### config.mk
export PLATFORM = sky130hd
export DESIGN_NAME = sbof_div
export DESIGN_NICKNAME = d
export VERILOG_FILES = /design/src/sv/sbof_pkg.sv /design/src/sv/sbof_div.sv
export SDC_FILE = /design/constraint.sdc
export NUM_CORES = 2
export LEC_CHECK = 0
export BUFFER_PORTS_ARGS = -buffer_cell sky130_fd_sc_hd__buf_4
export CAP_MARGIN = 5
export CORE_ASPECT_RATIO = 1.5
export CORE_MARGIN = 2
export CORE_UTILIZATION = 37
export CTS_BUF_LIST = sky130_fd_sc_hd__clkbuf_16
export CTS_CLUSTER_DIAMETER = 50
export DETAILED_ROUTE_END_ITERATION = 8
export GPL_ROUTABILITY_DRIVEN = 1
export MAX_ROUTING_LAYER = met4
export SYNTH_ARGS = -nofsm -noshare
export SYNTH_HDL_FRONTEND = slang
export SYNTH_SLANG_ARGS = --single-unit
export TNS_END_PERCENT = 20
### constraint.sdc
create_clock -name clk -period 3.4 [get_ports clk]
set_clock_uncertainty 0.1 [all_clocks]
set_input_delay 0.34 -clock clk [delete_from_list [all_inputs] [get_ports clk]]
set_output_delay 0.34 -clock clk [all_outputs]
set_load 0.005 [all_outputs]
### src/sv/sbof_pkg.sv
`timescale 1ns / 1ps
`default_nettype none
// ----------------------------------------------------------------------------
// sbof_pkg
// Widths, types and helpers shared by the segment / box overlap fraction unit.
// ----------------------------------------------------------------------------
package sbof_pkg;

	localparam int COORD_WIDTH = 24;
	localparam int FRAC_BITS   = 16;

	// Coordinate difference, product of two differences, divider operand.
	localparam int DW = COORD_WIDTH + 1;
	localparam int PW = 2 * DW;
	localparam int NW = 2 * COORD_WIDTH;
	localparam int QW = FRAC_BITS + 1;

	localparam int IN_W  = ((8 * COORD_WIDTH + 7) / 8) * 8;
	localparam int OUT_W = ((QW + 7) / 8) * 8;

	localparam logic [QW-1:0] ONE_Q = QW'(1) << FRAC_BITS;

	typedef enum logic [1:0] {
		K_ZERO,
		K_ONE,
		K_DIV
	} kind_t;

	// Everything the geometry front end hands to case selection.
	typedef struct packed {
		logic                   ia;
		logic                   ib;
		logic [3:0]             cut;
		logic [3:0][DW-1:0]     cn;
		logic [3:0][DW-1:0]     cd;
		logic [DW-1:0]          one_num;
		logic [DW-1:0]          one_den;
		logic [1:0][DW-1:0]     hml;
		logic [1:0][DW-1:0]     absd;
	} front_t;

	// One division job.
	typedef struct packed {
		kind_t         kind;
		logic [NW-1:0] num;
		logic [NW-1:0] den;
	} div_t;

	function automatic logic signed [DW-1:0] sx(input logic signed [COORD_WIDTH-1:0] v);
		return {v[COORD_WIDTH-1], v};
	endfunction

	function automatic logic signed [PW:0] sxp(input logic signed [PW-1:0] v);
		return {v[PW-1], v};
	endfunction

endpackage
`default_nettype wire

### src/sv/sbof_div.sv
`timescale 1ns / 1ps
`default_nettype none
// ----------------------------------------------------------------------------
// sbof_div
// Pipelined restoring divider, one quotient bit per stage, saturating at one.
// ----------------------------------------------------------------------------
module sbof_div (
	input  wire logic                     clk,
	input  wire logic                     arst_n,
	input  wire logic                     en,
	input  wire logic                     vin,
	input  wire sbof_pkg::div_t           job,
	output logic                          vout,
	output logic [sbof_pkg::QW-1:0]       res
);

	localparam int FB = sbof_pkg::FRAC_BITS;
	localparam int NW = sbof_pkg::NW;

	logic              v_s [FB+1];
	sbof_pkg::kind_t   kind_s [FB+1];
	logic [NW-1:0]     rem_s [FB+1];
	logic [NW-1:0]     den_s [FB+1];
	logic [FB-1:0]     q_s [FB+1];

	sbof_pkg::kind_t   kind0_c;
	logic [NW:0]       t_c [FB];
	logic              ge_c [FB];

	always_comb begin
		kind0_c = job.kind;
		if (job.kind == sbof_pkg::K_DIV) begin
			if (job.den == '0) begin
				kind0_c = sbof_pkg::K_ZERO;
			end else if (job.num >= job.den) begin
				kind0_c = sbof_pkg::K_ONE;
			end
		end
		for (int i = 0; i < FB; i++) begin
			t_c[i]  = {rem_s[i], 1'b0};
			ge_c[i] = (t_c[i] >= {1'b0, den_s[i]});
		end
	end

	always_ff @(posedge clk or negedge arst_n) begin
		if (!arst_n) begin
			for (int i = 0; i <= FB; i++) begin
				v_s[i] <= 1'b0;
			end
		end else if (en) begin
			v_s[0] <= vin;
			for (int i = 0; i < FB; i++) begin
				v_s[i+1] <= v_s[i];
			end
		end
	end

	always_ff @(posedge clk) begin
		if (en) begin
			kind_s[0] <= kind0_c;
			rem_s[0]  <= job.num;
			den_s[0]  <= job.den;
			q_s[0]    <= '0;
			for (int i = 0; i < FB; i++) begin
				kind_s[i+1] <= kind_s[i];
				den_s[i+1]  <= den_s[i];
				rem_s[i+1]  <= ge_c[i] ? NW'(t_c[i] - {1'b0, den_s[i]}) : t_c[i][NW-1:0];
				q_s[i+1]    <= {q_s[i][FB-2:0], ge_c[i]};
			end
		end
	end

	assign vout = v_s[FB];

	always_comb begin
		case (kind_s[FB])
			sbof_pkg::K_ONE: res = sbof_pkg::ONE_Q;
			sbof_pkg::K_DIV: res = {1'b0, q_s[FB]};
			default:         res = '0;
		endcase
	end

endmodule
`default_nettype wire

==> results.toml <==
[global_routing]
gr-total-overflow = 0
grt_pass1_vias = 90938
grt_max_degree = 84
grt_first_pass_wirelength_um = 472000
grtUsageTotal_pct = 21.9
antenna_found_initial = 5

[finish]
final_common_cell = "buf_4"
area_growth_pct = 40.1
final_cell_count_no_fill = 16916
final_util_pct = 52.0
most-common-layout-cells = "buf_4 (2851), edfxtp_1 (1706), inv_1 (1013)"
nNetsFinal = 13967
layout-drive-gt1-share_pct = 32.4

[status]
violations = "negative setup slack"
status = "finished with violations"

[sta]
grt_setup_unrepaired = "yes"
min_period_over_period_pct = 119
setup_ws_ns = -0.636
slew_viol_final = 0
min_period_ns = 4.04
timing.slew.headroom_pct = 36.2
tightest_slew_ns = 0.947
setup_viol = 731
setup-tns-final_ns = -220.77
finalHoldViolCount = 0
fmax_mhz = 248

[floorplanning]
dieWidth_um = 436
core-area_mm2 = 0.279
io_pins = 120
die_h_um = 652
row_count = 238
start_util_pct = 37.1
die-area_mm2 = 0.284

[job]
cap_violations = 0

[hold_path]
hp-class = "in -> reg"
worst_hold_startpoint = "job[76]"

[detailed_routing]
drt_iter0_markers = 3399
drc_errors = 0
vias = 84953
ant_nets = 0
wl_per_cell_um = 18.6
first_pass_iters = 7
vias_per_cell = 5.02
routed_wl_um = 315000

[setup_path]
worstPathCellList = "fa_2 > nor2b_2 > o31a_1 > o311ai_4 > a2111oi_4 > buf_4 > a2111oi_4 > o41ai_4 > nand3_1 > o21a_1 > nor4b_2 > buf_4 > mux2i_1 > a31oi_1"
crit_arrival_ns = 4.53
r2r_start = "den_s[0][337]"
cp_slowest_stage_delay_ns = 0.48
worstSetupPathType = "reg -> reg"
critPathRequiredTime_ns = 3.89
cp_max_fo = 3
end_kind = "register"
slowest_stage = "o41ai_4"
startpoint = "den_s[0][337]"
start_kind = "register"

[clock_tree]
cts_buffers = 205
htreeDepth = 4
clkSlewWorstSetupHoldPaths_ns = 0.06
cts_sinks = 1723
clk_latency_ns = 0.88
cts-root-buf = "clkbuf_16"
cts_tree = "done"
clockBufferDepth = 4

[power_and_ir_drop]
power.density_mw_per_mm2 = 941
p_leak_nw = 64.1
vdd_ir_drop_max_uv = 569

[logic_synthesis]
synthFlopType = "edfxtp_1"
synthDistinctLibCells = 92
synth_edf_count = 1706
post_synth.cell_area_avg_um2 = 10.4
yosysSeqAreaShare_pct = 49.8
synth_area_mm2 = 0.104
yosysWarningCount = 0
async_flop_share_pct = 0.987
synth_cells = 9933
ys_ff_latch = 1723
synthesis.nets = 10865

[placement]
post-place-cells = 16211
port-buffer-count = 119
dp_hpwl_um = 240000
place.gp.congestion = 1.08
[layout make-up]
| type | count | area, um2 |
|---|---|---|
| fill | 24618 | 134000 |
| sequential | 1723 | 51700 |
| multi-input combinational | 6877 | 51300 |
| timing repair buffer | 3227 | 27200 |
| clock buffer | 208 | 5200 |
| tap | 3720 | 4650 |
| inverter | 1001 | 3760 |
| clock inverter | 158 | 1370 |
| antenna | 2 | 5.00 |
[routing by layer]
metal | wire length [um] | vias up | GRT usage, %
li1 | - | 42399 | -
met1 | 89400 | 39872 | 15.7
met2 | 188000 | 1558 | 46.0
met3 | 6960 | 1124 | 2.09
met4 | 30800 | 0 | 17.8
met5 | 0 | - | -
[Yosys cell counts, types with 41 or more instances]
cell type	n	share of area [%]
edfxtp_1	1706	49
a21oi_1	1090	5.3
inv_1	1001	3.6
ha_1	815	9.8
nor2_1	770	2.8
nand2_1	625	2.3
o21ai_0	573	2.8
a21o_1	468	3.4
xnor2_1	367	3.1
xor2_1	269	2.3
clkbuf_1	252	0.91
nand4_1	170	1.0
nand3_1	155	0.75
mux2_2	146	1.6
nor2b_1	117	0.71
o21bai_1	115	0.83
nand2b_1	103	0.62
nor3_1	94	0.45
a31oi_1	90	0.54
o21a_1	87	0.63
and2_1	70	0.42
and3_1	69	0.42
buf_2	64	0.31
a211oi_1	61	0.44
o31ai_1	48	0.35
nor4_1	45	0.27
o211ai_1	41	0.30
[registers in the layout (all words and copies together) (netlist names)]
| name | count |
|---|---|
| rem_s | 768 |
| kind_s | 34 |
| vout | 1 |
| den_s | 768 |
| v_s | 16 |
| q_s | 136 |
[critical path: cells and delay by family, from the launching register on]
kind                       cells  cell delay, ns
adders and majority gates      1            0.40
and+or+nand+nor                3            0.53
buffers and inverters          2            0.38
DFF                            1            0.43
AOI/OAI and AO/OA              7            1.72
muxes                          1            0.19
[kinds of logic after synthesis]
| logic type | count (synthesis) | synth area share (%) |
|---|---|---|
| buf+inv | 1333 | 4.94 |
| mux | 163 | 1.77 |
| xor+xnor | 636 | 5.38 |
| simple gates | 2355 | 10.7 |
| flops | 1723 | 49.8 |
| fa+ha+maj | 830 | 10.1 |
| compound gates | 2893 | 17.3 |
[power breakdown]
group          switching (mW)  internal (mW)  total [mW]
clock network            8.93           12.7        21.6
registers                3.17           31.8        34.9
logic                    39.6           40.4        80.0
[what timing repair did]
item / in CTS / in global routing
pin swaps: 190 / 168
setup endpoints to repair: 736 / 737
gates resized for setup: 579 / 601
buffers inserted: 113 / 83
endpoints found under the hold margin: 176 / 0
gates cloned: 32 / 23
hold buffers: 117 / 0
[per-stage QoR]
step	hold WS, ns	power, mW	instance area (um2)	setup WS, ns
6_report	0.0938	137	145000	-0.636
5_1_grt	0.0365	145	145000	-0.840
4_1_cts	0.000488	132	142000	-0.622
3_5_place_dp	0.112	104	130000	-1.42
3_3_place_gp	0.103	102	130000	-1.50
2_1_floorplan	-0.0556	73.3	104000	-0.0595
[worst paths after layout]
kind	to	slack (ns)	depth (start not counted)
worst max-delay path	rem_s[0][428]	-0.64	14
worst min-delay path	rem_s[0][28]	0.09	2
max in group asynchronous	v_s[2]	2.21	3
worst min register to register	kind_s[0][29]	0.29	0
worst max register to register	rem_s[0][428]	-0.64	14
min in group asynchronous	v_s[10]	0.54	3
No activity file was read; power rests on OpenSTA's default activity.
