### config.mk
export PLATFORM = sky130hd
export DESIGN_NAME = sbof_select
export DESIGN_NICKNAME = d
export VERILOG_FILES = /design/src/sv/sbof_pkg.sv /design/src/sv/sbof_select.sv
export SDC_FILE = /design/constraint.sdc
export NUM_CORES = 2
export LEC_CHECK = 0
export ABC_AREA = 1
export BUFFER_PORTS_ARGS = -buffer_cell sky130_fd_sc_hd__buf_4
export CAP_MARGIN = 10
export CORE_MARGIN = 1
export CORE_UTILIZATION = 49
export CTS_CLUSTER_SIZE = 40
export DETAILED_ROUTE_END_ITERATION = 8
export HOLD_SLACK_MARGIN = 0.03
export PLACE_DENSITY = 0.67
export SYNTH_ARGS = -nofsm -noshare
export SYNTH_HDL_FRONTEND = slang
export SYNTH_SLANG_ARGS = --single-unit
### constraint.sdc
create_clock -name clk -period 3.34 [get_ports clk]
set_input_delay 0 -clock clk [delete_from_list [all_inputs] [get_ports clk]]
set_output_delay 0 -clock clk [all_outputs]
set_load 0.01 [all_outputs]
### src/sv/sbof_pkg.sv
`timescale 1ns / 1ps
`default_nettype none
// ----------------------------------------------------------------------------
// sbof_pkg
// Widths, types and helpers shared by the segment / box overlap fraction unit.
// ----------------------------------------------------------------------------
package sbof_pkg;

	localparam int COORD_WIDTH = 24;
	localparam int FRAC_BITS   = 16;

	// Coordinate difference, product of two differences, divider operand.
	localparam int DW = COORD_WIDTH + 1;
	localparam int PW = 2 * DW;
	localparam int NW = 2 * COORD_WIDTH;
	localparam int QW = FRAC_BITS + 1;

	localparam int IN_W  = ((8 * COORD_WIDTH + 7) / 8) * 8;
	localparam int OUT_W = ((QW + 7) / 8) * 8;

	localparam logic [QW-1:0] ONE_Q = QW'(1) << FRAC_BITS;

	typedef enum logic [1:0] {
		K_ZERO,
		K_ONE,
		K_DIV
	} kind_t;

	// Everything the geometry front end hands to case selection.
	typedef struct packed {
		logic                   ia;
		logic                   ib;
		logic [3:0]             cut;
		logic [3:0][DW-1:0]     cn;
		logic [3:0][DW-1:0]     cd;
		logic [DW-1:0]          one_num;
		logic [DW-1:0]          one_den;
		logic [1:0][DW-1:0]     hml;
		logic [1:0][DW-1:0]     absd;
	} front_t;

	// One division job.
	typedef struct packed {
		kind_t         kind;
		logic [NW-1:0] num;
		logic [NW-1:0] den;
	} div_t;

	function automatic logic signed [DW-1:0] sx(input logic signed [COORD_WIDTH-1:0] v);
		return {v[COORD_WIDTH-1], v};
	endfunction

	function automatic logic signed [PW:0] sxp(input logic signed [PW-1:0] v);
		return {v[PW-1], v};
	endfunction

endpackage
`default_nettype wire

### src/sv/sbof_select.sv
`timescale 1ns / 1ps
`default_nettype none
// ----------------------------------------------------------------------------
// sbof_select
// Two stages: picks the case and forms the numerator and denominator.
// ----------------------------------------------------------------------------
module sbof_select (
	input  wire logic              clk,
	input  wire logic              arst_n,
	input  wire logic              en,
	input  wire logic              vin,
	input  wire sbof_pkg::front_t  fr,
	output logic                   vout,
	output sbof_pkg::div_t         job
);

	localparam int CW = sbof_pkg::COORD_WIDTH;
	localparam int DW = sbof_pkg::DW;
	localparam int NW = sbof_pkg::NW;

	logic              v_s4;
	sbof_pkg::kind_t   kind_s4;
	logic              adj_s4;
	logic [NW-1:0]     num_s4, den_s4;
	logic [NW-1:0]     ph_s4, pv_s4, pd_s4;

	logic [2:0]        ncut_c;
	logic              oppx_c, oppy_c;
	sbof_pkg::kind_t   kind_c;
	logic              adj_c;
	logic [NW-1:0]     num_c, den_c;
	logic [DW-1:0]     nh_c, dh_c, nv_c, dv_c;

	always_comb begin
		ncut_c = 3'(fr.cut[0]) + 3'(fr.cut[1]) + 3'(fr.cut[2]) + 3'(fr.cut[3]);
		oppx_c = fr.cut[0] & fr.cut[1];
		oppy_c = fr.cut[2] & fr.cut[3];
		nh_c   = fr.cut[3] ? fr.cn[3] : fr.cn[2];
		dh_c   = fr.cut[3] ? fr.cd[3] : fr.cd[2];
		nv_c   = fr.cut[1] ? fr.cn[1] : fr.cn[0];
		dv_c   = fr.cut[1] ? fr.cd[1] : fr.cd[0];
		adj_c  = 1'b0;
		num_c  = '0;
		den_c  = '0;
		if (fr.ia && fr.ib) begin
			kind_c = sbof_pkg::K_ONE;
		end else if (fr.ia ^ fr.ib) begin
			kind_c = sbof_pkg::K_DIV;
			num_c  = {{(NW-CW){1'b0}}, fr.one_num[CW-1:0]};
			den_c  = {{(NW-CW){1'b0}}, fr.one_den[CW-1:0]};
		end else if (ncut_c < 3'd2) begin
			kind_c = sbof_pkg::K_ZERO;
		end else if (oppy_c) begin
			// An inverted side has a negative length and yields zero.
			kind_c = fr.hml[1][DW-1] ? sbof_pkg::K_ZERO : sbof_pkg::K_DIV;
			num_c  = {{(NW-CW){1'b0}}, fr.hml[1][CW-1:0]};
			den_c  = {{(NW-CW){1'b0}}, fr.absd[1][CW-1:0]};
		end else if (oppx_c) begin
			kind_c = fr.hml[0][DW-1] ? sbof_pkg::K_ZERO : sbof_pkg::K_DIV;
			num_c  = {{(NW-CW){1'b0}}, fr.hml[0][CW-1:0]};
			den_c  = {{(NW-CW){1'b0}}, fr.absd[0][CW-1:0]};
		end else begin
			// Adjacent edges: difference of the two crossing parameters.
			kind_c = sbof_pkg::K_DIV;
			adj_c  = 1'b1;
		end
	end

	logic signed [NW:0] diff_c;
	logic [NW-1:0]      absdiff_c;

	always_comb begin
		diff_c    = $signed({1'b0, ph_s4}) - $signed({1'b0, pv_s4});
		absdiff_c = diff_c[NW] ? NW'(-diff_c) : diff_c[NW-1:0];
	end

	always_ff @(posedge clk or negedge arst_n) begin
		if (!arst_n) begin
			v_s4 <= 1'b0;
			vout <= 1'b0;
		end else if (en) begin
			v_s4 <= vin;
			vout <= v_s4;
		end
	end

	always_ff @(posedge clk) begin
		if (en) begin
			kind_s4 <= kind_c;
			adj_s4  <= adj_c;
			num_s4  <= num_c;
			den_s4  <= den_c;
			ph_s4   <= nh_c[CW-1:0] * dv_c[CW-1:0];
			pv_s4   <= nv_c[CW-1:0] * dh_c[CW-1:0];
			pd_s4   <= dh_c[CW-1:0] * dv_c[CW-1:0];

			job.kind <= kind_s4;
			job.num  <= adj_s4 ? absdiff_c : num_s4;
			job.den  <= adj_s4 ? pd_s4 : den_s4;
		end
	end

endmodule
`default_nettype wire

==> results.json <==
{
  "status": "finished, violations left",
  "violations": "negative setup slack",
  "tns_ns": -310.02,
  "grt_usage": 0.3541,
  "ys_ff_latch": 295,
  "clk_path_buf_depth": 3,
  "vias_per_cell": 5.231,
  "period_minus_slack_ns": 6.228,
  "min_path_cells": 3,
  "timing.rr.start": "ph_s4[0]",
  "synth_cells": 9228,
  "critical_path_required_ns": 3.65,
  "antenna_found_initial": 5,
  "worst_skew_pair.late_latency_ns": 0.61,
  "drt_iter0_drc": 4977,
  "ys_seq_area_frac": 0.1203,
  "crit_arrival_ns": 6.54,
  "clk_pin_slew_ns": 0.05,
  "grt_pass1_wl_mm": 403.7,
  "rsz0062_at_grt": "true",
  "finClkSkew_ns": 0.03935,
  "synth.distinct_cells": 47,
  "root_buffer": "clkbuf_16",
  "worst_hold_path.endpoint": "den_s4[20]",
  "yosysTopAreaCell": "fa_1",
  "drt_pass1_iterations": 6,
  "relSlewSlack": 0.1510,
  "drv_slew": 0,
  "crit_fanout": 8,
  "hold_path.startpoint": "fr[45]",
  "dieArea_um2": 151600,
  "drt_wl_total_mm": 268.6,
  "ys_warn_count": 0,
  "wire_per_inst_um": 20.88,
  "hold_path.class": "in -> reg",
  "grt_pass1_vias": 70150,
  "fin_area_um2": 96920,
  "cts_sinks": 295,
  "hold_violations": 0,
  "syn_nets": 11610,
  "layout_worst_path_cycle_share": 1.865,
  "worst_pin_slew_ns": 1.272,
  "finish.utilization": 0.6532,
  "drive_above_1_share": 0.2450,
  "synthTopCellsByArea": "fa_1, edfxtp_1, inv_1, nand2_1, ha_1",
  "synth_top_area_frac": 0.3942,
  "globalRoute.totalOverflow": 0,
  "final_net_count": 13210,
  "worstReg2RegEnd": "job[51]",
  "max_freq_mhz": 160.6,
  "die-width_um": 389.4,
  "remaining_drc_errors": 0,
  "post-dp-hpwl_mm": 225.8,
  "portBuffers": 446,
  "reg2reg_slack_ns": -0.09,
  "htree_levels": 2,
  "pre_cts_ws_ns": -3.777,
  "crit_path_start_kind": "primary input",
  "final.setup.worst_slack_ns": -2.888,
  "cap_violations": 0,
  "gp_congestion": 0.9981,
  "place_area_um2": 90330,
  "grt_start_max_net_pins": 87,
  "synth_area_um2": 73530,
  "setup_viol": 150,
  "cts_tree": "done",
  "coreArea_um2": 148400,
  "vias": 67300,
  "syn2layout_area_growth_pct": 31.81,
  "drtAntennaViolNets": 0,
  "cts_buffers": 38,
  "die_y_um": 389.4,
  "reg2reg_depth": 18,
  "cp-end-kind": "flip-flop",
  "synth_area_per_cell_um2": 7.968,
  "path_class": "in -> reg",
  "top_level_ports": 459,
  "start_util": 0.4956,
  "num_rows": 141
}
[what timing repair did]
action / in CTS / in global routing
hold buffers: 101 / 0
hold endpoints to repair: 132 / 0
pin swaps: 71 / 189
gates cloned: 9 / 4
setup buffers: 61 / 73
endpoints found under the setup margin: 145 / 176
resized for setup: 283 / 399
[cell families after synthesis]
family,Yosys count,share of synthesized area
and+or+nand+nor,3450,0.1842
buffers and inverters,2627,0.1343
adders and majority gates,2021,0.4917
AOI/OAI and AO/OA,678,0.05073
DFF,295,0.1203
xor gates and xnor gates,157,0.01870
[layout by cell type (no fill, tap or decap), types with 58 or more instances in the layout]
cell / n
a21oi_1: 182
a21oi_2: 78
buf_12: 162
buf_4: 1548
buf_6: 58
dlygate4sd3_1: 101
edfxtp_1: 293
fa_1: 1385
fa_2: 63
ha_1: 505
ha_4: 62
inv_1: 2138
inv_2: 101
nand2_1: 1918
nand2_2: 97
nand3_1: 142
nor2_1: 1070
nor2_2: 95
o21ai_0: 107
xor2_1: 84
[worst max-delay path, stage by stage]
cell      delay [ns]
buf_16          0.14
buf_12          0.17
buf_4           0.13
o21ai_4         0.17
buf_12          0.16
buf_4           0.23
nor2_1          0.10
fa_1            0.53
inv_1           0.05
fa_1            0.54
inv_1           0.05
fa_1            0.52
fa_1            0.47
fa_1            0.52
fa_1            0.44
fa_2            0.66
ha_4            0.24
a21oi_2         0.15
buf_4           0.12
o21ai_1         0.07
a21oi_1         0.13
nand2_1         0.08
a21oi_2         0.16
o21bai_2        0.09
nand2_1         0.10
nand2_2         0.09
buf_4           0.17
xor2_4          0.16
[metal layers]
layer  global-route usage  wire [um]  vias up
li1                     -          -    30380
met2               0.5680     121800     3020
met1               0.4595     106200    33190
met5                    0         10        -
met3              0.06934      24400      709
met4               0.1733      16200        2
[registers in the layout, summed over array words and instances (netlist names)]
signal,count
job,98
pd_s4,48
den_s4,24
adj_s4,1
v_s4,1
ph_s4,48
vout,1
kind_s4,2
pv_s4,48
num_s4,24
[how the worst max path moves through the flow]
| stage | to | slack, ns | from | cells past startpoint |
|---|---|---|---|---|
| 2_1_floorplan | pd_s4[43] | -2.85 | fr[353] | 34 |
| 3_3_place_gp | pd_s4[47] | -3.81 | fr[353] | 31 |
| 3_5_place_dp | pd_s4[47] | -3.78 | fr[353] | 27 |
| 4_1_cts | pd_s4[47] | -2.82 | fr[351] | 32 |
| 5_1_grt | pv_s4[47] | -3.06 | fr[353] | 34 |
| 6_report | pv_s4[38] | -2.89 | fr[353] | 28 |
[cells in the mapped netlist (all sizes together)]
library cell / number
inv: 2251
o31a: 1
o31ai: 3
and3: 3
o211ai: 39
nand2b: 1
ha: 573
o21ai: 261
a21oi: 275
o21ba: 1
nand2: 2027
fa: 1448
or2: 2
o21a: 11
clkbuf: 313
edfxtp: 293
nand3: 164
buf: 30
dfrtp: 2
o211a: 2
a221oi: 2
nor3: 17
xor2: 95
nand3b: 5
clkinv: 33
nor2: 1191
xnor2: 62
o2111ai: 3
o221ai: 3
o21bai: 17
a21boi: 7
a31oi: 48
a21o: 5
nand4: 37
nor4: 3
[stage by stage]
step,std cells,hold WS [ns]
after global placement,12550,-0.2173
after CTS,12790,0.07227
after global routing,12870,0.1413
final,12870,0.1184
after floorplan,9228,-0.2956
after detailed placement,12550,-0.2162
[cell type report]
class / count / area [um2]
multi-input cells: 6306 / 58340
repair buffers: 1905 / 17270
flip-flops and latches: 295 / 8848
clock buffers: 45 / 997.2
fillers: 12500 / 51450
repair inverters: 1 / 8.758
inverters: 2284 / 8667
well taps: 2002 / 2505
clock inverters: 25 / 277.8
diodes: 3 / 7.507
Power is left out: the tool's default activity adds up to more than one toggle a clock period on the data nets, which glitch-free logic cannot reach.
